### config.mk
export PLATFORM = sky130hd
export DESIGN_NAME = slcb_stage
export DESIGN_NICKNAME = d
export VERILOG_FILES = /design/src/rtl/core/slcb_pkg.sv /design/src/rtl/core/slcb_stage.sv
export SDC_FILE = /design/constraint.sdc
export NUM_CORES = 2
export LEC_CHECK = 0
export ABC_AREA = 1
export BUFFER_PORTS_ARGS = -buffer_cell sky130_fd_sc_hd__buf_2
export CORE_MARGIN = 4
export CORE_UTILIZATION = 41
export CTS_CLUSTER_SIZE = 24
export DETAILED_ROUTE_END_ITERATION = 16
export SYNTH_ARGS = -nofsm -noshare
export SYNTH_HDL_FRONTEND = slang
export SYNTH_SLANG_ARGS = --single-unit
### constraint.sdc
create_clock -name clk_i -period 4.8 [get_ports clk_i]
set_input_delay 0.48 -clock clk_i [delete_from_list [all_inputs] [get_ports clk_i]]
set_output_delay 0.48 -clock clk_i [all_outputs]
set_load 0.005 [all_outputs]
### src/rtl/core/slcb_pkg.sv
// ----------------------------------------------------------------------------
// slcb_pkg
// Shared types, constants and helpers for the splat layer color blend.
// ----------------------------------------------------------------------------
package slcb_pkg;

  localparam int unsigned MaxLayers = 8;
  localparam int unsigned CfgIdxW   = 3;
  localparam int unsigned CfgDataW  = 48;
  localparam int unsigned ColorW    = 24;
  localparam int unsigned AccW      = 16;
  localparam int unsigned NumW      = 24;
  localparam int unsigned NumChan   = 3;

  // Reciprocal of 255 scaled by 2^31, rounded up; exact for every sum below 2^24
  // that a blend can produce.
  localparam logic [23:0] Recip255 = 24'h808081;
  localparam int unsigned RecipSh  = 31;

  typedef enum logic [CfgIdxW-1:0] {
    RegActiveMask = 3'd0,
    RegColors01   = 3'd1,
    RegColors23   = 3'd2,
    RegColors45   = 3'd3,
    RegColors67   = 3'd4
  } slcb_reg_e;

  typedef struct packed {
    logic [7:0] weight_0;
    logic [7:0] weight_1;
    logic [7:0] weight_2;
    logic [7:0] weight_3;
    logic [7:0] weight_4;
    logic [7:0] weight_5;
    logic [7:0] weight_6;
    logic [7:0] weight_7;
  } slcb_in_t;

  typedef struct packed {
    logic [7:0] red;
    logic [7:0] green;
    logic [7:0] blue;
  } slcb_out_t;

  // Item between layer stages; channel 0 is red.
  typedef struct packed {
    logic                              valid;
    logic                              started;
    logic [NumChan-1:0][AccW-1:0]      acc;
    logic [MaxLayers-1:0][7:0]         wts;
  } slcb_tok_t;

  // Item between the product and the divide step of one layer.
  typedef struct packed {
    logic                              valid;
    logic                              started;
    logic                              blend;
    logic [NumChan-1:0][NumW-1:0]      num;
    logic [MaxLayers-1:0][7:0]         wts;
  } slcb_mid_t;

  function automatic logic [AccW-1:0] div255(input logic [NumW-1:0] x);
    logic [47:0] prod;
    prod = {24'd0, x} * {24'd0, Recip255};
    return prod[RecipSh +: AccW];
  endfunction

endpackage

### src/rtl/core/slcb_stage.sv
// ----------------------------------------------------------------------------
// slcb_stage
// One layer of the blend: products and sum, then divide by 255; an inactive
// layer passes the sums on and the lowest active layer loads its own color.
module slcb_stage
  import slcb_pkg::*;
(
  input  logic                 clk_i,
  input  logic                 rst_ni,
  input  logic                 en_i,
  input  logic                 active_i,
  input  logic [ColorW-1:0]    color_i,
  input  logic [7:0]           weight_i,
  input  slcb_tok_t            tok_i,
  output slcb_tok_t            tok_o
);

  slcb_mid_t mid_d, mid_q;
  slcb_tok_t tok_d, tok_q;

  always_comb begin
    logic [AccW-1:0] col;
    logic [7:0]      inv;
    mid_d         = '0;
    mid_d.valid   = tok_i.valid;
    mid_d.started = tok_i.started;
    mid_d.wts     = tok_i.wts;
    inv           = 8'd255 - weight_i;
    for (int ch = 0; ch < NumChan; ch++) begin
      col = {color_i[16 - 8*ch +: 8], 8'd0};
      if (!active_i) begin
        mid_d.num[ch] = {8'd0, tok_i.acc[ch]};
      end else if (!tok_i.started) begin
        // lowest active layer sets the start color
        mid_d.num[ch] = {8'd0, col};
      end else begin
        mid_d.num[ch] = NumW'(tok_i.acc[ch] * inv) + NumW'(col * weight_i);
      end
    end
    mid_d.blend = active_i & tok_i.started;
    if (active_i) begin
      mid_d.started = 1'b1;
    end
  end

  always_comb begin
    tok_d         = '0;
    tok_d.valid   = mid_q.valid;
    tok_d.started = mid_q.started;
    tok_d.wts     = mid_q.wts;
    for (int ch = 0; ch < NumChan; ch++) begin
      tok_d.acc[ch] = mid_q.blend ? div255(mid_q.num[ch]) : mid_q.num[ch][AccW-1:0];
    end
  end

  always_ff @(posedge clk_i or negedge rst_ni) begin
    if (!rst_ni) begin
      mid_q <= '0;
      tok_q <= '0;
    end else if (en_i) begin
      mid_q <= mid_d;
      tok_q <= tok_d;
    end
  end

  assign tok_o = tok_q;

endmodule

Yosys cells after proc, flatten, opt, wreduce, memory -nomap -nowiden
Cells that the tools add are included.
{"block": "classes", "n_addsub": 4, "multipliers": 9, "n_mux": 10, "bitwise_logic": 1}
{"operator": "$mux W24", "n": 6}
{"operator": "$mul A24 B24 Y47 const B", "n": 3}
{"operator": "$add A24 B24 Y24", "n": 3}
{"operator": "$mul A16 B8 Y24", "n": 3}
{"operator": "$mul A8 B8 Y16", "n": 3}
{"operator": "$mux W16", "n": 3}
{"operator": "$sub A8 B8 Y8 const A", "n": 1}
{"operator": "$and A1 B1 Y1", "n": 1}
{"operator": "$mux W1", "n": 1}
{"block": "totals", "regBits": 253, "inputBits": 150, "output_inout_bits": 114, "elab_cells": 51}

Longest topological paths before layout
{"block": "logic_depth", "word_depth": 5, "ltp_mapped": 34, "ltp_nobuf": 32}

Worst setup path before layout
No wires, ideal clock.
{"block": "synth_path", "kind": "input to register", "from": "input weight_i[4]", "to": "register mid_q[109] in the netlist's numbering", "setup_ps": 130, "arrival_ps": 6937, "required_ps": 4670, "slack_ps": -2267, "stages": 30, "path_buffers": 2, "path_cell_list": "clkbuf_1 clkbuf_1 nand2_1 fa_1 fa_1 inv_1 fa_1 inv_1 fa_1 inv_1 ha_1 inv_1 nor2_1 nor2_1 xor2_1 inv_1 ha_1 inv_1 fa_1 fa_1 fa_1 inv_1 ha_1 nand2_1 nor4_1 nand3_1 nand3_1 a21oi_1 o21ai_0 o21ai_0"}
{"block": "synth_via", "elab_chain_len": 5, "elab_cells_between_ends": 6, "classes_between": "2 x add/sub; 2 x mul; 2 x mux"}
{"element": "from (decl)", "line": "slcb_stage.sv:13", "text": "input logic [7:0] weight_i,"}
{"element": "$sub A8 B8 Y8", "line": "slcb_stage.sv:28", "text": "inv = 8'd255 - weight_i;"}
{"element": "$mul A16 B8 Y24", "line": "slcb_stage.sv:37", "text": "mid_d.num[ch] = NumW'(tok_i.acc[ch] * inv) + NumW'(col * weight_i);"}
{"element": "$add A24 B24 Y24 *", "line": "slcb_stage.sv:37"}
{"element": "$mux W24 *", "line": "slcb_stage.sv:33", "text": "end else if (!tok_i.started) begin"}
{"element": "$mux W24 *", "line": "slcb_stage.sv:31", "text": "if (!active_i) begin"}
{"element": "to (signal assigned)", "line": "slcb_stage.sv:61", "text": "mid_q <= mid_d;"}
{"element": "to (decl)", "line": "slcb_stage.sv:18", "text": "slcb_mid_t mid_d, mid_q;"}
Every way passes the cells marked *; elsewhere a longest branch is shown, timed or not.
A chain may end at the register's enable or synchronous reset.

Worst setup path in the final report
{"block": "layout_path", "from": "input weight_i[4]", "to": "register mid_q[110] in the netlist's numbering"}
Same word-level chain as after synthesis.

==> results_dict.tcl <==
set metrics [dict create \
    status "complete, but fails checks" \
    violations "setup timing" \
    syn_nets 7135 \
    critical_path_class "in2reg" \
    ys_seq_area_share_pct 14.61 \
    drtAntennaViolNets 0 \
    final.period_utilization_pct 130.4 \
    wl_mm 138.1 \
    timing.final.hold_violations 0 \
    grt_pass1_vias 39124 \
    core_area_sq_um 104200 \
    timing.max_slew.rel_slack_pct 31.01 \
    initial_core_util_pct 41.56 \
    nNetsFinal 7683 \
    htreeDepth 1 \
    drv_slew 0 \
    syn_area_sq_um 43320 \
    synth_area_leaders "ha_1 22%, fa_1 21%, dfrtp_1 15%, nand2_1 13%, inv_1 11%" \
    vias_per_cell 5.025 \
    cts_buffer_depth 3 \
    fp.dieW_microns 333.1 \
    cts_tree "yes" \
    drt_first_pass_iters 5 \
    synthArstFlopShare_pct 100.0 \
    synth_cells 5776 \
    min_period_ns 6.261 \
    synth-main-ff-cell "dfrtp_1" \
    gp_congestion 0.9218 \
    required_ns 5.27 \
    slowest_stage "fa_2" \
    grt_max_degree 102 \
    drive_gt1_share_pct 18.57 \
    antenna_found_initial 19 \
    cp-end-kind "flop" \
    cts_root_buf "clkbuf_16" \
    fin_setup_tns_ns -43.06 \
    overflow 0 \
    yosysWarnings 0 \
    start_kind "input pin" \
    grt_pass1_wl_mm 216.7 \
    die_h_microns 333.1 \
    rsz0062_at_grt "yes" \
    hp-class "in2reg" \
    yosysTopAreaCell "ha_1" \
    fin_skew_ns 0.01972 \
    port_buffers 263 \
    slowest_delay_ns 0.54 \
    drc 0 \
    synth_top_cell_area_share_pct 21.83 \
    postLayoutSetupSlackWorst_ns -1.461 \
    fp-row-count 118 \
    dp_hpwl_mm 114.1 \
    fin_cells 7740 \
    setup_viol 37 \
    path_max_fanout 6 \
    drt_iter0_markers 2451 \
    detail_route.wl_per_cell_microns 17.85 \
    worstSkewPairLatency_ns 0.61 \
    die_area_sq_um 110900 \
    fin_hold_ws_ns 0.08225 \
    vias 38893 \
    cts_buffers 30 \
    path_clk_slew_ns 0.06 \
    drv_cap 0 \
    syn_to_final_growth_pct 21.67 \
    netlist-cell-type-count 57 \
    grt_usage_pct 24.39 \
    worst_pin_slew_ns 1.035 \
    synth_edf_count 0 \
    io_pins 264 \
    yosys_register_bits 253 \
    avgSynthCellArea_sq_um 7.501 \
    cp.arrival_ns 6.73 \
    timing.fmax_mhz 159.7 \
    clock-sinks 253 \
    place_inst 7620 \
]
==> cell type report <==
| class | count | area (sq um) |
|---|---|---|
| diodes | 12 | 30.03 |
| inverters | 1248 | 4712 |
| well taps | 1380 | 1727 |
| multi-input cells | 4116 | 33880 |
| clock inverters | 16 | 196.4 |
| repair buffers | 675 | 5002 |
| fillers | 10275 | 51520 |
| flip-flops and latches | 253 | 6332 |
| clock buffers | 40 | 838.3 |
==> timing repair <==
action                                 in CTS  in global routing
resized for setup                         223                220
setup endpoints to repair                  40                 40
gates cloned                                2                  1
buffers inserted                           34                 21
hold buffers                                1                  0
endpoints found under the hold margin      82                  0
pin swaps                                 145                119
==> per-layer routing <==
| metal | share of wire, % | wire [microns] | track usage, % |
|---|---|---|---|
| met1 | 47 | 65410 | 35.63 |
| met4 | 1.9 | 2629 | 4.838 |
| met2 | 45 | 61690 | 38.58 |
| met3 | 6.0 | 8333 | 3.664 |
| met5 | 0.056 | 77 | 0 |
==> logic make-up (layout without fill, tap and decap cells) <==
logic type      Yosys count  in the layout  share of synthesized area (%)
xor+xnor                 63             63                          1.274
other cells               0             12                              0
simple gates           2185           2185                          20.21
fa+ha+maj              1209           1209                          42.77
buf+inv                1407           1979                          12.34
flops                   253            253                          14.61
compound gates          659            659                          8.797
==> worst max-delay path: cells and delay by family <==
family	cells	cell delay, ns
buffers and inverters	8	0.62
adder cells (fa/ha/maj)	10	4.39
XOR/XNOR	1	0.19
AND/OR/NAND/NOR	6	0.55
AO/OA/AOI/OAI	4	0.47
==> stage by stage <==
step / cell area [sq um] / utilization (%) / worst slack [ns]
2_1_floorplan: 44400 / - / -1.702
3_3_place_gp: 49460 / 47.45 / -2.116
3_5_place_dp: 49460 / 47.45 / -2.228
4_1_cts: 51660 / 49.56 / -1.356
5_1_grt: 52700 / 50.56 / -1.653
6_report: 52710 / 50.57 / -1.461
==> synth_stat cells (all sizes together) (5+ instances only) <==
library cell and instances:
a21boi 7, a21o 31, a21oi 297, a22oi 17, a31oi 14, buf 30
clkbuf 128, dfrtp 253, fa 453, ha 756, inv 1245, nand2 1454
nand3 164, nand4 36, nor2 465, nor3 39, nor4 10, o2111ai 5
o211ai 15, o21a 21, o21ai 186, o21bai 27, o221ai 20, o22ai 7
o31ai 7, or2 9, xnor2 28, xor2 35
==> placed cells by master, fill, tap and decap left out, drive strengths merged, types with 3 or more instances in the layout <==
cell	Yosys	final
nand2	1454	1454
inv	1245	1244
ha	756	756
buf	30	671
nor2	465	465
fa	453	453
a21oi	297	297
dfrtp	253	253
o21ai	186	186
nand3	164	164
clkbuf	128	43
nor3	39	39
nand4	36	36
xor2	35	35
a21o	31	31
xnor2	28	28
o21bai	27	27
o21a	21	21
o221ai	20	20
a22oi	17	17
o211ai	15	15
clkinv	3	15
a31oi	14	14
diode	0	12
nor4	10	10
or2	9	9
o22ai	7	7
o31ai	7	7
a21boi	7	7
o2111ai	5	5
nand3b	3	3
bufinv	0	3
and3	3	3
a221oi	3	3
==> worst paths after layout <==
| kind | start | end | slack, ns | cells past startpoint |
|---|---|---|---|---|
| worst max register to register | mid_q[74]$_DFFE_PN0P_ | tok_o[79]$_DFFE_PN0P_ | 0.54 | 19 |
| worst min-delay path | tok_i[48] | mid_q[48]$_DFFE_PN0P_ | 0.08 | 3 |
| min in group asynchronous | rst_ni | tok_o[48]$_DFFE_PN0P_ | 0.47 | 2 |
| worst max-delay path | weight_i[4] | mid_q[110]$_DFFE_PN0P_ | -1.46 | 29 |
| max in group asynchronous | rst_ni | tok_o[2]$_DFFE_PN0P_ | 3.23 | 3 |
| worst min register to register | tok_o[55]$_DFFE_PN0P_ | tok_o[55]$_DFFE_PN0P_ | 0.46 | 2 |
==> registers in the layout (all words and copies together) (netlist names) <==
signal	flops
mid_q	139
tok_o	114
Power is left out: the tool's default activity adds up to more than one toggle a clock period on the data nets, which glitch-free logic cannot reach.
